==> config.mk <==
export PLATFORM = sky130hd
export DESIGN_NAME = dtpy_angle_out
export DESIGN_NICKNAME = d
export VERILOG_FILES = /design/src/dtpy_pkg.sv /design/src/dtpy_angle_out.sv
export SDC_FILE = /design/constraint.sdc
export NUM_CORES = 1
export LEC_CHECK = 0
export BUFFER_PORTS_ARGS = -buffer_cell sky130_fd_sc_hd__clkbuf_2
export CORE_AREA = 10 10 61 88
export DETAILED_ROUTE_END_ITERATION = 7
export DIE_AREA = 0 0 71 98
export REMOVE_ABC_BUFFERS = 1
export SLEW_MARGIN = 20
export SYNTH_ARGS = -nofsm -noshare
export SYNTH_HDL_FRONTEND = slang
export SYNTH_SLANG_ARGS = --single-unit
==> constraint.sdc <==
create_clock -name vclk -period 6.75
set_input_delay 0.675 -clock vclk [all_inputs]
set_output_delay 0.675 -clock vclk [all_outputs]
set_load 0.02 [all_outputs]
==> src/dtpy_pkg.sv <==
// Shared types and constants for the direction to pitch and yaw converter.
// Holds the arctangent table, the CORDIC gain and the angle formats.
// Depends on nothing.
package dtpy_pkg;

  localparam int unsigned GUARD_BITS = 16;
  localparam int unsigned ANG_Q      = 24;
  localparam int unsigned ANG_W      = 35;
  localparam int unsigned GAIN_SHIFT = 30 - GUARD_BITS;

  localparam logic signed [31:0] GAIN_Q30 = 32'sd1768195363;

  localparam int unsigned DEG_90  = 90;
  localparam int unsigned DEG_180 = 180;
  localparam int unsigned DEG_270 = 270;
  localparam int unsigned DEG_360 = 360;

  localparam logic [29:0] ATAN_Q24 [32] = '{
    30'd754974720, 30'd445687602, 30'd235489088, 30'd119537938,
    30'd60000934,  30'd30029717,  30'd15018523,  30'd7509720,
    30'd3754917,   30'd1877466,   30'd938734,    30'd469367,
    30'd234684,    30'd117342,    30'd58671,     30'd29335,
    30'd14668,     30'd7334,      30'd3667,      30'd1833,
    30'd917,       30'd458,       30'd229,       30'd115,
    30'd57,        30'd29,        30'd14,        30'd7,
    30'd4,         30'd2,         30'd1,         30'd0
  };

  typedef struct packed {
    logic valid;
    logic zero_hor;
    logic z_pos;
  } dtpy_ctrl_t;

endpackage

==> src/dtpy_angle_out.sv <==
// Converts a signed Q24 degree angle into the wrapped, rounded output format.
// Uses the angle constants from dtpy_pkg.
module dtpy_angle_out
  import dtpy_pkg::*;
#(
  parameter int AW   = 35,
  parameter int FRAC = 7
) (
  input  logic signed [AW-1:0] ang_i,
  output logic        [15:0]   angle_o
);

  localparam int SH = ANG_Q - FRAC;
  localparam int RW = AW - SH;
  localparam logic signed [AW-1:0] TURN_Q  = AW'(64'(DEG_360) << ANG_Q);
  localparam logic        [AW-1:0] HALF_Q  = AW'(64'(1) << (SH - 1));
  localparam logic        [RW-1:0] TURN_OUT = RW'(64'(DEG_360) << FRAC);

  logic signed [AW-1:0] wrapped;
  logic        [AW-1:0] rounded;
  logic        [RW-1:0] coarse, folded;

  always_comb begin
    wrapped = (ang_i < 0) ? ang_i + TURN_Q : ang_i;
    if (wrapped < 0) begin
      wrapped = '0;
    end
    rounded = $unsigned(wrapped) + HALF_Q;
    coarse  = rounded[AW-1:SH];
    folded  = (coarse >= TURN_OUT) ? coarse - TURN_OUT : coarse;
    angle_o = folded[15:0];
  end

endmodule

# ---- Word-level counts from Yosys, hierarchy flattened
# Index checks and enable logic that the tools add are counted.
dict set report classes {
  n_mul 0
  n_eq_ne 0
  bitwise_logic 0
  addsub 3
  mux 3
  div 0
  n_shift 0
  n_reduce_logical 0
  order_cmp 3
}
# operator count
set op_table {}
lappend op_table {{< comparator 35 x 1 -> 1 bit, second input constant} 2}
lappend op_table {{two-way mux 35 bit} 2}
lappend op_table {{adder 35 x 17 -> 35 bit, second input constant} 1}
lappend op_table {{adder 35 x 34 -> 35 bit, second input constant} 1}
lappend op_table {{>= comparator 18 x 16 -> 1 bit, second input constant} 1}
lappend op_table {{two-way mux 16 bit} 1}
lappend op_table {{subtractor 16 bit, second input constant} 1}
dict set report totals {
  out_inout_bits 16
  mem_bits_ro 0
  latch_bits 0
  input_bits 35
  ff_bits 0
  mem_bits_rw 0
  n_memories 0
}

# ---- Longest topological paths before layout
# Gate-level depths: netlist of the first run.
dict set report logic_depth {
  depth_word 7
  depth_mapped 20
}

# ---- Worst setup path before layout of the first run
# OpenSTA, ideal clock, no wires.
dict set report synth_path {
  kind {input port to output port}
  start {in ang_i[27]}
  end {out angle_o[13]}
  slack_ns 1.547
  cell_stages 20
  required_time_ns 6.075
  arrival_ns 4.528
  cell_sequence {clkbuf_1 a211o_1 a31oi_1 buf_2 clkbuf_1 nor2b_1 ha_1 nand2_1 or4_4 o221a_2 nor2_1 or2_2 ha_1 nor2b_1 o21ai_0 nor4bb_1 o2111ai_1 o221ai_2 nand2_1 xnor2_1}
}
dict set report synth_between {
  elab_chain_len 7
  elab_cells_between_ends 9
  cone_classes {add/sub: 3; order compare: 3; mux: 3}
}
# item line_no
set synth_rtl {}
lappend synth_rtl {{start: declaration} dtpy_angle_out.sv:9} ;# input logic signed [AW-1:0] ang_i,
lappend synth_rtl {{adder 35 x 34 -> 35 bit / < comparator 35 x 1 -> 1 bit (equally long branches)} dtpy_angle_out.sv:24} ;# wrapped = (ang_i < 0) ? ang_i + TURN_Q : ang_i;
lappend synth_rtl {{two-way mux 35 bit *} dtpy_angle_out.sv:24}
lappend synth_rtl {{< comparator 35 x 1 -> 1 bit} dtpy_angle_out.sv:25} ;# if (wrapped < 0) begin
lappend synth_rtl {{two-way mux 35 bit *} dtpy_angle_out.sv:25}
lappend synth_rtl {{adder 35 x 17 -> 35 bit *} dtpy_angle_out.sv:28} ;# rounded = $unsigned(wrapped) + HALF_Q;
lappend synth_rtl {{subtractor 16 bit / >= comparator 18 x 16 -> 1 bit (equally long branches)} dtpy_angle_out.sv:30} ;# folded = (coarse >= TURN_OUT) ? coarse - TURN_OUT : coarse;
lappend synth_rtl {{two-way mux 16 bit *} dtpy_angle_out.sv:30}
lappend synth_rtl {{end: declaration} dtpy_angle_out.sv:10} ;# output logic [15:0] angle_o
# Every way passes the cells marked *; elsewhere a longest branch is shown, timed or not.

# ---- Final worst setup path of the first run
dict set report layout_path {
  start {in ang_i[27]}
  end {out angle_o[12]}
}
# Same word-level chain as after synthesis.

==> results by group, run 1 <==
Clock network
  • Cts hold-fix bufs: 0
  • CTS-repair resized insts: 0
  • Setup bufs post-CTS: 0

Global routing
  • Largest net degree at the start of global routing: 17
  • Initial antenna violation count: 0
  • Vias in the first global route: 1213
  • Total track usage: 0.0860
  • Grt total ovfl: 0
  • First-pass GRT wire length: 5420 µm

Critical path
  • CP Buf/Inv Count: 2
  • Crit end category: primary output
  • Crit path max fanout: 10
  • Crit-path cells: clkbuf_2, a211o_1, a31oi_1, nor2b_1, ha_1, nand2_1, or4_4, o221a_2, nor2_1, or2_2, ha_1, nor2b_1, o21ai_0, nor4bb_1, o2111ai_1, o221ai_2, nand2b_1, xnor2_1, clkbuf_2
  • Startpoint Class: primary input
  • Crit Path Class: primary input to primary output
  • Setup crit start: ang_i[27]
  • Max incr delay on CP: 0.54 ns
  • Worst EP arrival: around 4.7 ns
  • Family with the most delay on the worst path: simple AND/OR/NAND/NOR gates
  • WP data required: about 6.1 ns
  • Slowest cell on crit path: or4_4

STA
  • Final Hold Vio Count: 0
  • Worst slew margin relative to its limit: 0.629
  • Tmin final: 5.38 ns
  • Fmax: 186 MHz
  • Pin slew with the least headroom to its limit: 0.553 ns
  • Sum Neg Setup Slack: 0 ns
  • Period utilisation layout: 0.797
  • Final setup fails: 0
  • Setup repair after global routing missed its margin: no
  • Final Max Slew Viols: 0

Placement
  • I/O Buffers: 35
  • DP Wirelength: 2680 µm
  • Cells after DPL: 233
  • GP Congestion: just under 0.8
  • Placed inst area: around 1300 µm²

Die
  • Effective utilization at floorplan: 0.286
  • Row Count: 28
  • Die Span Y: 98 µm
  • IO Pins: 51
  • Die width: 71 µm
  • Full die area: a little under 7000 µm²
  • Total core area: 3850 µm²

Yosys
  • Sequential element share of the synthesized area: 0
  • Syn avg cell area: 6.80 µm²
  • Cell variety after synth: 61
  • Post-Syn Area: 1100 µm²
  • Top cells by area, synth: xnor2_1 10%, nor2_1 6.5%, a21oi_1 4.5%, ha_1 4.5%, nand2_1 4.4%
  • Synth top area share: 0.103
  • Cells after Synth: 162
  • Largest area contributor in the netlist: xnor2_1
  • Synth warnings: 0

Finish
  • Layout cells sized above 1: 0.282
  • Most frequent cells in the layout: 35 x clkbuf_2, 19 x nor2_1, 13 x nand2_1, 13 x xnor2_1, 10 x a21oi_1
  • Syn-to-layout area delta: 17.8%
  • Sequential Area: 0 µm²
  • FILL cells: 451
  • Commonest non-fill, non-tap cell in the layout: clkbuf_2
  • Clkbuf count: 0
  • Antenna cells: 0
  • Seq cells: 0
  • Final Instance Area: approximately 1300 µm²
  • Nets: 229
  • Fin cells: 233

Pwr
  • Power per cell area: roughly 86 nW/µm²
  • Leak: 0.502 nW
  • Worst vdd ir: 0.0000446 V

Detailed routing
  • Via count: 1241
  • 1st-iter DRT viols: 49
  • ANT nets after route: 0
  • DR pass1 iterations: 4
  • DRC viols: 0
  • Post-Route WL: 3170 µm
  • DR WL/cell: 13.6 µm
  • Vias per Instance: around 5.3

Worst hold path
  • Worst hold start: ang_i[21]
  • Worst hold-check path type: primary input to primary output

Job
  • Max-cap violations: 0

Run status
  • Status: finished, final reports clean
per-stage QoR:
stage | total power (W) | util | hold WS [ns] | worst slack (ns)
final | 0.000112 | 0.337 | 1.80 | 1.37
after global routing | 0.000125 | 0.337 | 1.84 | 0.867
after CTS | 0.000114 | 0.337 | 1.80 | 1.33
after detailed placement | 0.000114 | 0.337 | 1.80 | 1.34
after global placement | 0.000113 | 0.337 | 1.79 | 1.34
after floorplan | 0.0000747 | - | 1.53 | 1.64
cell families (layout without fill, tap and decap cells):
kind of cell,Yosys count,count (layout),synth area share
compound gates,40,40,0.277
xor+xnor,19,19,0.168
fa+ha+maj,4,4,0.0455
buf+inv,14,40,0.0523
mux,3,3,0.0295
simple gates,82,82,0.427
cells in the mapped netlist, types with 2 or more instances:
library cell,n
a211o_1,2
a21oi_1,10
and3_1,2
buf_2,3
clkbuf_1,5
ha_1,4
inv_1,4
mux2_2,2
nand2_1,13
nand2b_1,5
nand3_1,8
nand3b_1,2
nand4b_1,2
nor2_1,19
nor2b_1,6
nor3_1,4
nor3b_1,2
nor4_1,3
o211ai_1,2
o21a_1,2
o21ai_0,4
or2_2,3
xnor2_1,13
xor2_1,5
metal layers:
metal	up-vias	part of all wire	track usage
met4	0	0	0
met3	0	0.071	0.0162
met5	-	0	0
met2	25	0.55	0.175
met1	574	0.38	0.0913
li1	642	-	-
report_power, final:
group	total [W]	leakage (nW)	internal (W)	switching, W
registers	0	0	0	0
logic	0.000112	0.502	0.0000425	0.0000695
clock network	0	0	0	0
total	0.000112	0.502	0.0000425	0.0000695
area by class of cell:
type | count | area, µm² | area share
tap | 45 | 56.3 | 0.0434
timing repair buffer | 36 | 183 | 0.141
inverter | 4 | 15.0 | 0.0116
multi-input combinational | 148 | 1040 | 0.804
final timing paths:
kind / endpoint / cells past startpoint / slack [ns]
worst min-delay path: angle_o[4] / 4 / 1.80
worst max-delay path: angle_o[12] / 19 / 1.37
(Power assumes the default switching activity.)
==> run 2, diff against run 1 <==
- clock period: 6.75 -> 4.8 ns (I/O delays scaled with it)
==> run 2 against run 1 <==
Via count rose by 3.2%. Die area did not move. Largest power group unchanged. Power rose by 54%. Routed wire length rose by 1.4%. Final cell count rose by 3.9%. Clock-buffer cell count did not move. Critical path depth did not move. Hold slack got worse by 0.39 ns. Global-route usage rose by 0.14 points.
==> results by group, run 2 (same netlist as run 1, synthesis figures left out) <==
Run status
  • Status: finished, final reports clean

STA
  • Period utilisation layout: 0.946
  • Final Max Slew Viols: 0
  • Setup repair after global routing missed its margin: no
  • Final setup fails: 0
  • Sum Neg Setup Slack: 0 ns
  • Worst slew margin relative to its limit: 0.695
  • Final Hold Vio Count: 0
  • Pin slew with the least headroom to its limit: 0.453 ns
  • WHS: 1.41 ns
  • Fmax: 220 MHz
  • Tmin final: approximately 4.5 ns

Global routing
  • Largest net degree at the start of global routing: 19
  • Initial antenna violation count: 0
  • First-pass GRT wire length: 5500 µm
  • Grt total ovfl: 0
  • Total track usage: 0.0874
  • Vias in the first global route: 1263

Finish
  • Commonest non-fill, non-tap cell in the layout: clkbuf_2
  • Syn-to-layout area delta: 28.9%
  • Seq cells: 0
  • Fin cells: 242
  • Clkbuf count: 0
  • Sequential Area: 0 µm²
  • Nets: 238
  • Antenna cells: 0
  • FILL cells: 428
  • Final Instance Area: 1420 µm²
  • Post-Route Utilization: 0.368
  • Most frequent cells in the layout: 32 x clkbuf_2, 18 x nor2_1, 13 x xnor2_1, 13 x buf_4, 12 x nand2_1
  • Layout cells sized above 1: 0.365

Die
  • Row Count: 28
  • Total core area: 3850 µm²
  • Die Span Y: 98 µm
  • Die width: 71 µm
  • Effective utilization at floorplan: 0.286
  • IO Pins: 51
  • Full die area: ~7000 µm²

Detailed routing
  • Vias per Instance: 5.29
  • DR WL/cell: 13.3 µm
  • 1st-iter DRT viols: 93
  • Via count: 1281
  • DRC viols: 0
  • DR pass1 iterations: 4
  • Post-Route WL: roughly 3200 µm
  • ANT nets after route: 0

Placement
  • DP Wirelength: 2760 µm
  • Placed inst area: approximately 1400 µm²
  • I/O Buffers: 35
  • GP Congestion: 0.786
  • Cells after DPL: between 200 and 250

Worst hold path
  • Worst hold-check path type: primary input to primary output

Critical path
  • Startpoint Class: primary input
  • Crit Path Class: primary input to primary output
  • Crit path max fanout: 4
  • WP data required: 4.32 ns
  • Crit end category: primary output
  • Worst EP arrival: 4.06 ns

Pwr
  • Worst vdd ir: 0.0000522 V
  • Power per cell area: 121 nW/µm²
  • Leak: 0.551 nW

Clock network
  • Cts hold-fix bufs: 0

Job
  • Max-cap violations: 0
==> run 2: cell count changes in the layout (fill, tap and decap cells not counted), sizes merged <==
cell / previous run / this run
buf: 1 / 13
clkbuf: 35 / 32
==> run 2: per-layer routing <==
layer  track usage  up-vias  part of all wire
met3        0.0203        2             0.075
met5             0        -                 0
li1              -      664                 -
met4       0.00448        0            0.0044
met1        0.0832      590              0.37
met2         0.184       25              0.55
==> run 2: worst paths after layout <==
| kind | end | cells past startpoint | from | slack, ns |
|---|---|---|---|---|
| worst min-delay path | angle_o[9] | 4 | ang_i[26] | 1.41 |
| worst max-delay path | angle_o[10] | 19 | ang_i[28] | 0.26 |
==> run 2: layout make-up <==
class,instances,area [µm²],share of cell area
Multi-Input combinational cell,148,1090,0.768
Inverter,4,15.0,0.0106
Tap cell,45,56.3,0.0397
Timing Repair Buffer,45,258,0.182
==> run 2: power by group <==
group	internal [W]	leakage [nW]	total, W	switching, W
Combinational	0.0000708	0.551	0.000172	0.000101
Clock	0	0	0	0
Sequential	0	0	0	0
Total	0.0000708	0.551	0.000172	0.000101
==> run 2: what timing repair did <==
| item | CTS | global route |
|---|---|---|
| resized for setup | 0 | 17 |
| endpoints found under the setup margin | 0 | 6 |
| buffers inserted | 0 | 1 |
==> run 2: worst max-delay path, cell delays in order <==
cell       delay, ns
clkbuf_2        0.09
a211o_1         0.22
a31oi_4         0.13
nor2b_2         0.14
ha_2            0.20
nand2_2         0.09
or4_4           0.49
o221a_2         0.25
nor2_2          0.10
or2_2           0.14
ha_1            0.13
nor2b_2         0.14
o21ai_0         0.11
nor4bb_1        0.37
o2111ai_2       0.24
o221ai_2        0.30
buf_4           0.16
xnor2_1         0.11
buf_4           0.16
==> run 2: through the flow <==
stage / setup slack (ns) / total power [W]
finish: 0.261 / 0.000172
CTS: 0.170 / 0.000166
global placement: 0.207 / 0.000164
detailed placement: 0.174 / 0.000165
global route: 0.00135 / 0.000192
floorplan: 0.0765 / 0.000105
==> run 3, diff against run 2 <==
- BUFFER_PORTS_ARGS: -buffer_cell sky130_fd_sc_hd__clkbuf_2 -> unset
- CELL_PAD_IN_SITES_DETAIL_PLACEMENT: unset -> 1
- CELL_PAD_IN_SITES_GLOBAL_PLACEMENT: unset -> 2
- DONT_BUFFER_PORTS: unset -> 1
- PLACE_DENSITY_LB_ADDON: unset -> 0.1
==> run 3 against run 2 <==
Clock-buffer cell count unchanged. Hold slack worse by 0.26 ns. Routed wire length up 19%. Fmax about the same. Combinational power down 17%. Final cell count down 16%. Critical path type unchanged.
==> results by group, run 3 (same netlist as run 1, synthesis figures left out) <==
Detailed routing
  • 1st-iter DRT viols: 33
  • DR pass1 iterations: 4
  • DRC viols: 0
  • Vias per Instance: a little under 6
  • ANT nets after route: 0
  • DR WL/cell: between 15 and 20 µm
  • Via count: about 1200
  • Post-Route WL: between 3000 and 4000 µm

Placement
  • DP Wirelength: 3260 µm
  • Pre-CTS WS: 0.0758 ns
  • GP Congestion: 0.793
  • I/O Buffers: 0

STA
  • Setup repair after global routing missed its margin: no
  • Sum Neg Setup Slack: 0 ns
  • Worst slew margin relative to its limit: 0.674
  • Final setup fails: 0
  • Tmin final: 4.54 ns
  • Final Max Slew Viols: 0
  • Pin slew with the least headroom to its limit: a little under 0.5 ns
  • Period utilisation layout: 0.945
  • Final Hold Vio Count: 0
  • Fmax: 220 MHz
  • PnR worst setup slack: between 0.2 and 0.3 ns

Global routing
  • Total track usage: 0.103
  • Largest net degree at the start of global routing: 19
  • Vias in the first global route: 1248
  • Initial antenna violation count: 0
  • Grt total ovfl: 0
  • First-pass GRT wire length: between 6000 and 7000 µm

Pwr
  • Leak: 0.387 nW
  • Power per cell area: around 120 nW/µm²
  • Worst vdd ir: just over 0.00005 V

Die
  • Full die area: around 7000 µm²
  • Row Count: 28
  • Die Span Y: 98 µm
  • Die width: 71 µm
  • Total core area: 3850 µm²
  • IO Pins: 51
  • Effective utilization at floorplan: 0.286

Worst hold path
  • Worst hold-check path type: primary input to primary output
  • Min-Delay Path Depth: 2

Finish
  • Antenna cells: 0
  • Syn-to-layout area delta: 8.41%
  • Commonest non-fill, non-tap cell in the layout: nor2_1
  • Sequential Area: 0 µm²
  • Seq cells: 0
  • Nets: 200
  • Most frequent cells in the layout: 18 x nor2_1, 13 x nand2_1, 13 x xnor2_1
  • Clkbuf count: 0
  • Layout cells sized above 1: 0.170

Critical path
  • Startpoint Class: primary input
  • Crit end category: primary output
  • Crit path max fanout: 10
  • Worst EP arrival: 4.06 ns
  • Crit Path Class: primary input to primary output
  • WP data required: 4.32 ns

Job
  • Max-cap violations: 0

Run status
  • Status: finished, final reports clean

Clock network
  • Cts hold-fix bufs: 0
[run 3: cell count changes in the layout (fill, tap and decap cells not counted), moves of 3 or more]
cell      change
buf_4         -6
nor2b_2       -3
nor2b_1       +3
clkbuf_2     -32
[run 3: path summary, 6_finish.rpt]
check	startpoint	endpoint
worst max-delay path	ang_i[27]	angle_o[12]
worst min-delay path	ang_i[24]	angle_o[7]
[run 3: area by class of cell]
cell class | count | area (µm²)
well taps | 45 | 56.3
fillers | 495 | 2660
repair buffers | 7 | 52.6
inverters | 4 | 15.0
multi-input cells | 148 | 1070
[run 3: worst max-delay path, stage by stage]
cell and delay [ns]:
a211o_4 0.14, a31oi_4 0.11, nor2b_1 0.13, ha_1 0.20, nand2_1 0.12, or4_4 0.54
o221a_2 0.25, nor2_2 0.11, or2_2 0.15, ha_1 0.14, nor2b_1 0.17, o21ai_0 0.11
nor4bb_1 0.38, o2111ai_1 0.24, o221ai_2 0.29, nand2b_1 0.11, xnor2_1 0.20, buf_4 0.17
[run 3: per-stage QoR]
| step | cell area, µm² | instances | hold WS, ns | total power [W] | utilization |
|---|---|---|---|---|---|
| 2_1_floorplan | 1060 | 152 | 1.14 | 0.000105 | - |
| 3_3_place_gp | 1170 | 203 | 1.16 | 0.000137 | 0.303 |
| 5_1_grt | 1190 | 204 | 1.17 | 0.000156 | 0.310 |
| 6_report | 1190 | 204 | 1.15 | 0.000142 | 0.310 |
| 3_5_place_dp | 1170 | 203 | 1.15 | 0.000140 | 0.303 |
| 4_1_cts | 1170 | 203 | 1.16 | 0.000141 | 0.303 |
[run 3: timing repair]
item	in CTS	in global routing
gates resized for setup	0	3
endpoints found under the setup margin	0	4
setup buffers	0	1
hold endpoints to repair	0	0
[run 3: metal layers]
| layer | global-route usage | part of all wire |
|---|---|---|
| met5 | 0 | 0 |
| met4 | 0.00448 | 0.0036 |
| met3 | 0.0213 | 0.063 |
| met2 | 0.223 | 0.60 |
| met1 | 0.0940 | 0.34 |
[run 3: power by group]
group	switching, W	total, W	internal (W)
combinational	0.0000852	0.000142	0.0000563
sequential	0	0	0
clock	0	0	0
total	0.0000852	0.000142	0.0000563
